--- src/design/tpsf_pkg.sv ---
`timescale 1ns / 1ps

package tpsf_pkg;

    localparam int STORE_DEPTH = 5;
    localparam int SAVE_SLOT   = 4;

    localparam logic [7:0]  ST_READY     = 8'h80;
    localparam logic [7:0]  MODE_MASK    = 8'h8F;
    localparam logic [7:0]  KEEP_MASK    = 8'hE0;
    localparam logic [7:0]  DOWN_CAUGHT  = 8'hC0;
    localparam logic [15:0] POINT_NONE   = 16'hFFFF;
    localparam logic [7:0]  CNT_WRAP     = 8'd240;
    localparam logic [7:0]  CNT_RELOAD   = 8'd10;
    localparam logic [7:0]  SAMPLE_EVERY = 8'd10;

    localparam logic [15:0] RST_WIDTH  = 16'd480;
    localparam logic [15:0] RST_HEIGHT = 16'd800;
    localparam logic [15:0] RST_MIRROR = 16'd800;

    typedef enum logic [7:0] {
        CFG_LANDSCAPE = 8'd0,
        CFG_WIDTH     = 8'd1,
        CFG_HEIGHT    = 8'd2,
        CFG_MIRROR    = 8'd3
    } t_cfg_idx;

    typedef struct packed {
        logic [7:0]  status_byte;
        logic [15:0] p0_word_a;
        logic [15:0] p1_word_a;
        logic [15:0] p2_word_a;
        logic [15:0] p3_word_a;
        logic [15:0] p4_word_a;
        logic [15:0] p0_word_b;
        logic [15:0] p1_word_b;
        logic [15:0] p2_word_b;
        logic [15:0] p3_word_b;
        logic [15:0] p4_word_b;
    } t_in_beat;

    typedef struct packed {
        logic [2:0]  slot_index;
        logic [15:0] point_x;
        logic [15:0] point_y;
        logic [7:0]  touch_status;
        logic        touched;
        logic        sampled;
        logic        clear_request;
        logic        last;
    } t_out_beat;

    typedef struct packed {
        logic        landscape;
        logic [15:0] screen_width;
        logic [15:0] screen_height;
        logic [15:0] mirror_span;
    } t_cfg;

    typedef struct packed {
        logic        wr;
        logic [15:0] x;
        logic [15:0] y;
    } t_lane_res;

    typedef struct packed {
        logic [7:0]                        counter;
        logic [7:0]                        status;
        logic [STORE_DEPTH-1:0][15:0]      x;
        logic [STORE_DEPTH-1:0][15:0]      y;
    } t_state;

    typedef struct packed {
        logic [7:0] status;
        logic       touched;
        logic       sampled;
        logic       clear_request;
    } t_flags;

    typedef struct packed {
        logic busy;
        logic done;
    } t_ob_stat;

    // Remainder by ten through a reciprocal, exact for all eight-bit values.
    function automatic logic is_mult10(logic [7:0] v);
        logic [15:0] prod;
        logic [4:0]  quot;
        logic [7:0]  rem;
        prod = 16'(v) * 16'd205;
        quot = prod[15:11];
        rem  = v - 8'(quot) * SAMPLE_EVERY;
        return rem == 8'd0;
    endfunction

    function automatic logic [15:0] word_a(t_in_beat d, logic [2:0] idx);
        case (idx)
            3'd0:    return d.p0_word_a;
            3'd1:    return d.p1_word_a;
            3'd2:    return d.p2_word_a;
            3'd3:    return d.p3_word_a;
            default: return d.p4_word_a;
        endcase
    endfunction

    function automatic logic [15:0] word_b(t_in_beat d, logic [2:0] idx);
        case (idx)
            3'd0:    return d.p0_word_b;
            3'd1:    return d.p1_word_b;
            3'd2:    return d.p2_word_b;
            3'd3:    return d.p3_word_b;
            default: return d.p4_word_b;
        endcase
    endfunction

endpackage

--- src/design/tpsf_lane.sv ---
`timescale 1ns / 1ps

module tpsf_lane #(
    parameter int LANE = 0
) (
    input  logic [15:0]        i_word_a,
    input  logic [15:0]        i_word_b,
    input  logic [3:0]         i_point_cnt,
    input  tpsf_pkg::t_cfg     i_cfg,
    output tpsf_pkg::t_lane_res o_res
);
    import tpsf_pkg::*;

    always_comb begin
        o_res.wr = 4'(LANE) < i_point_cnt;
        if (i_cfg.landscape) begin
            o_res.x = i_cfg.mirror_span - i_word_b;
            o_res.y = i_word_a;
        end else begin
            o_res.x = i_word_a;
            o_res.y = i_word_b;
        end
    end

endmodule

--- src/design/tpsf_merge.sv ---
`timescale 1ns / 1ps

module tpsf_merge #(
    parameter int MAX_POINTS = 5
) (
    input  tpsf_pkg::t_in_beat                  i_item,
    input  tpsf_pkg::t_cfg                      i_cfg,
    input  tpsf_pkg::t_state                    i_state,
    input  tpsf_pkg::t_lane_res [MAX_POINTS-1:0] i_lanes,
    output tpsf_pkg::t_state                    o_next,
    output tpsf_pkg::t_flags                    o_flags
);
    import tpsf_pkg::*;

    logic [7:0] cnt_inc;
    logic       sampled;
    logic [3:0] pcnt;
    logic       in_range;
    logic       load;
    logic       off_screen;
    logic [7:0] mode;
    logic [4:0] mask;
    t_state     nxt;

    always_comb begin
        cnt_inc  = i_state.counter + 8'd1;
        sampled  = (cnt_inc < SAMPLE_EVERY) || is_mult10(cnt_inc);
        pcnt     = i_item.status_byte[3:0];
        in_range = (pcnt != 4'd0) && (pcnt <= 4'(MAX_POINTS));
        load     = sampled && in_range;
        mode     = i_item.status_byte;
        mask     = '0;
        for (int j = 0; j < MAX_POINTS; j++) begin
            mask[j] = i_lanes[j].wr;
        end

        nxt         = i_state;
        nxt.counter = cnt_inc;
        off_screen  = 1'b0;

        if (load) begin
            nxt.status       = DOWN_CAUGHT | {3'b000, mask};
            nxt.x[SAVE_SLOT] = i_state.x[0];
            nxt.y[SAVE_SLOT] = i_state.y[0];
            for (int j = 0; j < MAX_POINTS; j++) begin
                if (i_lanes[j].wr) begin
                    nxt.x[j] = i_lanes[j].x;
                    nxt.y[j] = i_lanes[j].y;
                end
            end
            off_screen = (nxt.x[0] > i_cfg.screen_width) || (nxt.y[0] > i_cfg.screen_height);
            if (off_screen) begin
                if (pcnt > 4'd1) begin
                    nxt.x[0]    = nxt.x[1];
                    nxt.y[0]    = nxt.y[1];
                    nxt.counter = '0;
                end else begin
                    nxt.x[0]   = nxt.x[SAVE_SLOT];
                    nxt.y[0]   = nxt.y[SAVE_SLOT];
                    mode       = ST_READY;
                    nxt.status = i_state.status;
                end
            end else begin
                nxt.counter = '0;
            end
        end

        // A ready status with no points releases the touch, or clears slot 0.
        if ((mode & MODE_MASK) == ST_READY) begin
            if (nxt.status[7]) begin
                nxt.status[7] = 1'b0;
            end else begin
                nxt.x[0]   = POINT_NONE;
                nxt.y[0]   = POINT_NONE;
                nxt.status = nxt.status & KEEP_MASK;
            end
        end

        if (nxt.counter > CNT_WRAP) begin
            nxt.counter = CNT_RELOAD;
        end

        o_next                = nxt;
        o_flags.status        = nxt.status;
        o_flags.touched       = load;
        o_flags.sampled       = sampled;
        o_flags.clear_request = sampled && i_item.status_byte[7] && (pcnt <= 4'(MAX_POINTS));
    end

endmodule

--- src/design/tpsf_out.sv ---
`timescale 1ns / 1ps

module tpsf_out #(
    parameter int MAX_POINTS = 5
) (
    input  logic                                          i_clk,
    input  logic                                          i_rst_n,
    input  logic                                          i_load,
    input  logic [tpsf_pkg::STORE_DEPTH-1:0][15:0]        i_x,
    input  logic [tpsf_pkg::STORE_DEPTH-1:0][15:0]        i_y,
    input  tpsf_pkg::t_flags                              i_flags,
    input  logic                                          i_out_stall,
    output logic                                          o_out_valid,
    output tpsf_pkg::t_out_beat                           o_out_data,
    output tpsf_pkg::t_ob_stat                            o_stat
);
    import tpsf_pkg::*;

    localparam int BEAT_W = (MAX_POINTS > 1) ? $clog2(MAX_POINTS) : 1;

    logic                          r_busy;
    logic [BEAT_W-1:0]             r_beat;
    logic [MAX_POINTS-1:0][15:0]   r_x;
    logic [MAX_POINTS-1:0][15:0]   r_y;
    t_flags                        r_flags;
    logic                          beat_go;
    logic                          is_last;

    assign is_last     = r_beat == BEAT_W'(MAX_POINTS - 1);
    assign beat_go     = r_busy && !i_out_stall;
    assign o_stat.busy = r_busy;
    assign o_stat.done = beat_go && is_last;
    assign o_out_valid = r_busy;

    always_comb begin
        o_out_data.slot_index    = 3'(r_beat);
        o_out_data.point_x       = r_x[r_beat];
        o_out_data.point_y       = r_y[r_beat];
        o_out_data.touch_status  = r_flags.status;
        o_out_data.touched       = r_flags.touched;
        o_out_data.sampled       = r_flags.sampled;
        o_out_data.clear_request = r_flags.clear_request;
        o_out_data.last          = is_last;
    end

    always_ff @(posedge i_clk) begin
        if (!i_rst_n) begin
            r_busy <= 1'b0;
            r_beat <= '0;
        end else if (i_load) begin
            r_busy <= 1'b1;
            r_beat <= '0;
        end else if (beat_go) begin
            if (is_last) begin
                r_busy <= 1'b0;
                r_beat <= '0;
            end else begin
                r_beat <= r_beat + BEAT_W'(1);
            end
        end
    end

    always_ff @(posedge i_clk) begin
        if (i_load) begin
            r_x     <= i_x[MAX_POINTS-1:0];
            r_y     <= i_y[MAX_POINTS-1:0];
            r_flags <= i_flags;
        end
    end

endmodule

--- src/design/touch_point_scan_filter_core.sv ---
`timescale 1ns / 1ps

// Channel   Direction  Handshake                   Payload
// in        sink       i_in_valid / o_in_stall     i_in_data  (t_in_beat)
// out       source     o_out_valid / i_out_stall   o_out_data (t_out_beat)
// cfg       sink       i_cfg_valid / o_cfg_ready   i_cfg_index, i_cfg_data
//
// One tick is processed in the cycle it is accepted; the lanes and the merge are one
// combinational stage feeding the state registers. Each tick yields MAX_POINTS result
// beats from the output buffer, one per cycle while the output is not stalled.
// A new tick is taken in the cycle the last beat of the previous one leaves.
// Synchronous reset clears the counter, status and stores and loads register defaults.
// A stall on the output holds the current beat; the input stalls while beats remain.

module touch_point_scan_filter_core #(
    parameter int MAX_POINTS = 5
) (
    input  logic                 i_clk,
    input  logic                 i_rst_n,
    input  logic                 i_in_valid,
    output logic                 o_in_stall,
    input  tpsf_pkg::t_in_beat   i_in_data,
    output logic                 o_out_valid,
    input  logic                 i_out_stall,
    output tpsf_pkg::t_out_beat  o_out_data,
    input  logic                 i_cfg_valid,
    output logic                 o_cfg_ready,
    input  logic [7:0]           i_cfg_index,
    input  logic [15:0]          i_cfg_data
);
    import tpsf_pkg::*;

    t_cfg                        r_cfg;
    t_state                      r_state;
    t_state                      n_state;
    t_flags                      flags;
    t_lane_res [MAX_POINTS-1:0]  lanes;
    t_ob_stat                    ob_stat;
    logic                        in_go;

    assign o_cfg_ready = 1'b1;
    assign o_in_stall  = ob_stat.busy && !ob_stat.done;
    assign in_go       = i_in_valid && !o_in_stall;

    for (genvar g = 0; g < MAX_POINTS; g++) begin : g_lane
        tpsf_lane #(
            .LANE(g)
        ) u_lane (
            .i_word_a   (word_a(i_in_data, 3'(g))),
            .i_word_b   (word_b(i_in_data, 3'(g))),
            .i_point_cnt(i_in_data.status_byte[3:0]),
            .i_cfg      (r_cfg),
            .o_res      (lanes[g])
        );
    end

    tpsf_merge #(
        .MAX_POINTS(MAX_POINTS)
    ) u_merge (
        .i_item (i_in_data),
        .i_cfg  (r_cfg),
        .i_state(r_state),
        .i_lanes(lanes),
        .o_next (n_state),
        .o_flags(flags)
    );

    tpsf_out #(
        .MAX_POINTS(MAX_POINTS)
    ) u_out (
        .i_clk      (i_clk),
        .i_rst_n    (i_rst_n),
        .i_load     (in_go),
        .i_x        (n_state.x),
        .i_y        (n_state.y),
        .i_flags    (flags),
        .i_out_stall(i_out_stall),
        .o_out_valid(o_out_valid),
        .o_out_data (o_out_data),
        .o_stat     (ob_stat)
    );

    always_ff @(posedge i_clk) begin
        if (!i_rst_n) begin
            r_state <= '0;
        end else if (in_go) begin
            r_state <= n_state;
        end
    end

    always_ff @(posedge i_clk) begin
        if (!i_rst_n) begin
            r_cfg.landscape     <= 1'b0;
            r_cfg.screen_width  <= RST_WIDTH;
            r_cfg.screen_height <= RST_HEIGHT;
            r_cfg.mirror_span   <= RST_MIRROR;
        end else if (i_cfg_valid && o_cfg_ready) begin
            case (i_cfg_index)
                CFG_LANDSCAPE: r_cfg.landscape     <= i_cfg_data[0];
                CFG_WIDTH:     r_cfg.screen_width  <= i_cfg_data;
                CFG_HEIGHT:    r_cfg.screen_height <= i_cfg_data;
                CFG_MIRROR:    r_cfg.mirror_span   <= i_cfg_data;
                default:       ;
            endcase
        end
    end

endmodule

--- config.mk ---
export PLATFORM = sky130hd
export DESIGN_NAME = touch_point_scan_filter_core
export DESIGN_NICKNAME = d
export VERILOG_FILES = /design/src/design/tpsf_pkg.sv /design/src/design/tpsf_lane.sv /design/src/design/tpsf_merge.sv /design/src/design/tpsf_out.sv /design/src/design/touch_point_scan_filter_core.sv
export SDC_FILE = /design/constraint.sdc
export NUM_CORES = 1
export LEC_CHECK = 0
export BUFFER_PORTS_ARGS = -buffer_cell sky130_fd_sc_hd__buf_2
export CAP_MARGIN = 10
export CORE_ASPECT_RATIO = 2
export CORE_UTILIZATION = 30
export DETAILED_ROUTE_END_ITERATION = 10
export HOLD_SLACK_MARGIN = 0.15
export PLACE_DENSITY = 0.55
export SYNTH_ARGS = -nofsm -noshare
export SYNTH_HDL_FRONTEND = slang
export SYNTH_HIERARCHICAL = 1
export SYNTH_SLANG_ARGS = --single-unit
--- constraint.sdc ---
create_clock -name i_clk -period 15.33 [get_ports i_clk]
set_input_delay 3.8325 -clock i_clk [delete_from_list [all_inputs] [get_ports i_clk]]
set_output_delay 3.8325 -clock i_clk [all_outputs]
set_load 0.05 [all_outputs]
==> run metrics <==
worst setup margin=4.52 ns; clk sinks=400; Post-Synthesis Cells=~3100; most frequent cells in the layout=nand2_1, o21ai_0, a21oi_1; Setup Buffers After CTS=0; hold_ws=approximately 0.46 ns; Clk Latency, worst-skew pair=0.62 ns; vias in the first global route=around 24000; Post-layout nets=~3600; Seq pwr share=42.9%; worst clock skew=roughly 0.042 ns; Final ANT Viol Nets=0; Hold Startpoint=r_cfg[33]$_SDFFE_PN0P_; Post-synth EDFFs=between 150 and 200; crit end category=flip-flop; Tmin final=around 11 ns; post-layout power=about 0.0028 W; worst endpoint required time=between 15 and 20 ns; port bufs=242; Startpoint Class=flip-flop; antenna violations before repair=9; Critical Path AT=about 11 ns; Rows=about 160; TritonCTS clock tree=yes; r2r setup slk=approximately 4.5 ns; total vias in the final route=~25000; Async SR Flop Fraction=0%; multi-input logic area=16300 sq um; initial DRC count=~2100; max-slew violation count=0; r2r startpoint=r_state[168]$_SDFFE_PN0P_; pre-CTS setup slack=4.51 ns; Distinct cells, synth=around 90; RR Endpoint=r_state[55]$_SDFFE_PN0P_; Initial Util=approximately 30%; mapped cell area=~28000 sq um; DRC errors left=0; first-pass GRT wire length=between 150 and 200 mm; # setup viols final=0; Max Cap Violations=0; die area=93700 sq um; Placed Cells=between 4000 and 5000; final hold violation count=0; Sum Neg Setup Slack=0 ns; Leak=13.1 nW; hold depth=2; die height=~430 um; Comb pwr share=roughly a fifth; GRT Residual Overflow=0; Peak supply drop=approximately 74 uV; htree depth=2; CP dominant cell by count=ha_1; final cell count without fillers=about 4500; average footprint of a synthesized cell=around 8.8 sq um; GR Util All Layers=between 20% and 30%; Max Clk Rate=92.5 MHz; Critical Path Fanout Max=just over 60; die span in x=around 220 um; Tightest Pin Transition=between 1 and 1.5 ns; Root Driver=clkbuf_16; WHS Endpoint=r_cfg[33]$_SDFFE_PN0P_; Period Utilization, post-route=between 70% and 80%; Via density=around 5.5; #FFs+latches synth=400; CTS Buf Count=42; # hold bufs at CTS=0; Worst Hold Class=flip-flop to flip-flop; Int Pwr=0.00195 W; switching power=between 0.0008 and 0.0009 W; crit-path max cell delay=a little over 0.8 ns; Max transition margin=between 10% and 20%; Setup CP Type=flip-flop to flip-flop; fill count=around 9700; commonest non-fill, non-tap cell in the layout=nand2_1; Power Dens Cells=around 90 nW/um^2; area occupied by registers=between 9000 and 10000 sq um; yosys warns=6; slowest CP cell=xnor2_1; synthesis-to-finish area growth=12.6%; core box area=roughly 92000 sq um; FF-to-FF path depth=35; clock power share=38.2%; Post-synth top flop=dfxtp_1; sequential area share after synthesis=between 30% and 40%; Switching Share=30.6%; Max clock buf depth=3; # IOs=about 250; wire per inst=between 20 and 25 um; pin count of the biggest net entering global routing=90; status=complete, no violations; Mapped Nets=between 3000 and 4000; cells resized by post-CTS repair=0; Clk pin slew, worst setup/hold paths=around 0.070 ns; drt pass-1 iters=6; gp weighted congestion=0.935; routed wire length=between 100 and 150 mm; dpl hpwl=83.7 mm; RSZ-0062 raised after global routing=false; share of layout cells above drive strength 1=around 16%
[synth_stat cells (108+ instances only)]
library cell | count | share of area, %
inv_1 | 168 | 2.3
mux2i_1 | 146 | 5.3
a21oi_1 | 263 | 4.7
nand2_1 | 391 | 5.3
edfxtp_1 | 171 | 19
ha_1 | 165 | 7.4
clkbuf_1 | 158 | 2.1
nand3_1 | 206 | 3.7
dfxtp_1 | 229 | 17
mux2_1 | 108 | 4.4
o21ai_0 | 324 | 5.9
nor2_1 | 118 | 1.6
[routing by layer]
metal,wire length [um],track usage (%),vias to the layer above
li1,-,-,11600
met2,54500,40.3,914
met4,9170,16.7,8
met3,5860,2.96,241
met5,54,0,-
met1,42400,26.4,12000
[cell families (layout without fill, tap and decap cells)]
kind of cell,after synthesis,after routing,synth area share (%)
buffers and inverters,411,549,6.43
other,1,4,0.0135
adders and majority gates,183,183,8.72
AOI/OAI and AO/OA,891,891,19.8
DFF,400,400,35.1
and+or+nand+nor,843,843,13.7
xor gates and xnor gates,50,50,1.63
muxes,370,370,14.6
[worst max path at each step]
| stage | depth (start not counted) | startpoint | slack (ns) | to |
|---|---|---|---|---|
| after floorplan | 10 | i_out_stall | 2.39 | u_out/r_beat[0]$_SDFFE_PP0P_ |
| after global routing | 35 | r_state[168]$_SDFFE_PN0P_ | 3.90 | r_state[134]$_SDFFE_PN0P_ |
| after detailed placement | 35 | r_state[168]$_SDFFE_PN0P_ | 4.51 | r_state[134]$_SDFFE_PN0P_ |
| after global placement | 35 | r_state[168]$_SDFFE_PN0P_ | 4.60 | r_state[131]$_SDFFE_PN0P_ |
| after CTS | 35 | r_state[168]$_SDFFE_PN0P_ | 4.49 | r_state[134]$_SDFFE_PN0P_ |
| final | 35 | r_state[168]$_SDFFE_PN0P_ | 4.52 | r_state[55]$_SDFFE_PN0P_ |
[worst max-delay path, delay by kind of cell, from the launching register on]
family / cells / cell delay (ns)
adders and majority gates: 10 / 3.48
and+or+nand+nor: 7 / 2.14
AOI/OAI and AO/OA: 9 / 1.68
xor gates and xnor gates: 4 / 1.34
buffers and inverters: 4 / 0.79
muxes: 1 / 0.60
DFF: 1 / 0.51
[cell type report]
class	instances	share of cell area [%]
repair buffers	296	5.20
clock buffers	57	3.68
clock inverters	20	0.810
multi-input cells	2338	52.2
well taps	1192	4.78
flip-flops and latches	400	31.2
inverters	176	2.15
diodes	3	0.0241
[registers in the layout, indices dropped and copies added (netlist names)]
register,cells
u_out/o_out_valid,1
r_cfg,49
u_out/r_beat,3
r_state,176
u_out/r_y,80
u_out/o_out_data,11
u_out/r_x,80
[through the flow]
stage,cell area [sq um],utilization [%]
2_1_floorplan,27700,-
4_1_cts,31200,34.1
3_3_place_gp,29800,32.5
5_1_grt,31200,34.1
3_5_place_dp,29800,32.5
6_report,31200,34.1
[power groups by stage]
stage                     combinational [W]  sequential [W]  clock (W)
after floorplan                    0.000336         0.00123          0
after global placement             0.000525         0.00122          0
after detailed placement           0.000527         0.00123          0
after CTS                          0.000529         0.00120    0.00109
after global routing               0.000565         0.00121    0.00113
final                              0.000531         0.00120    0.00107
No activity file was read; power rests on OpenSTA's default activity.
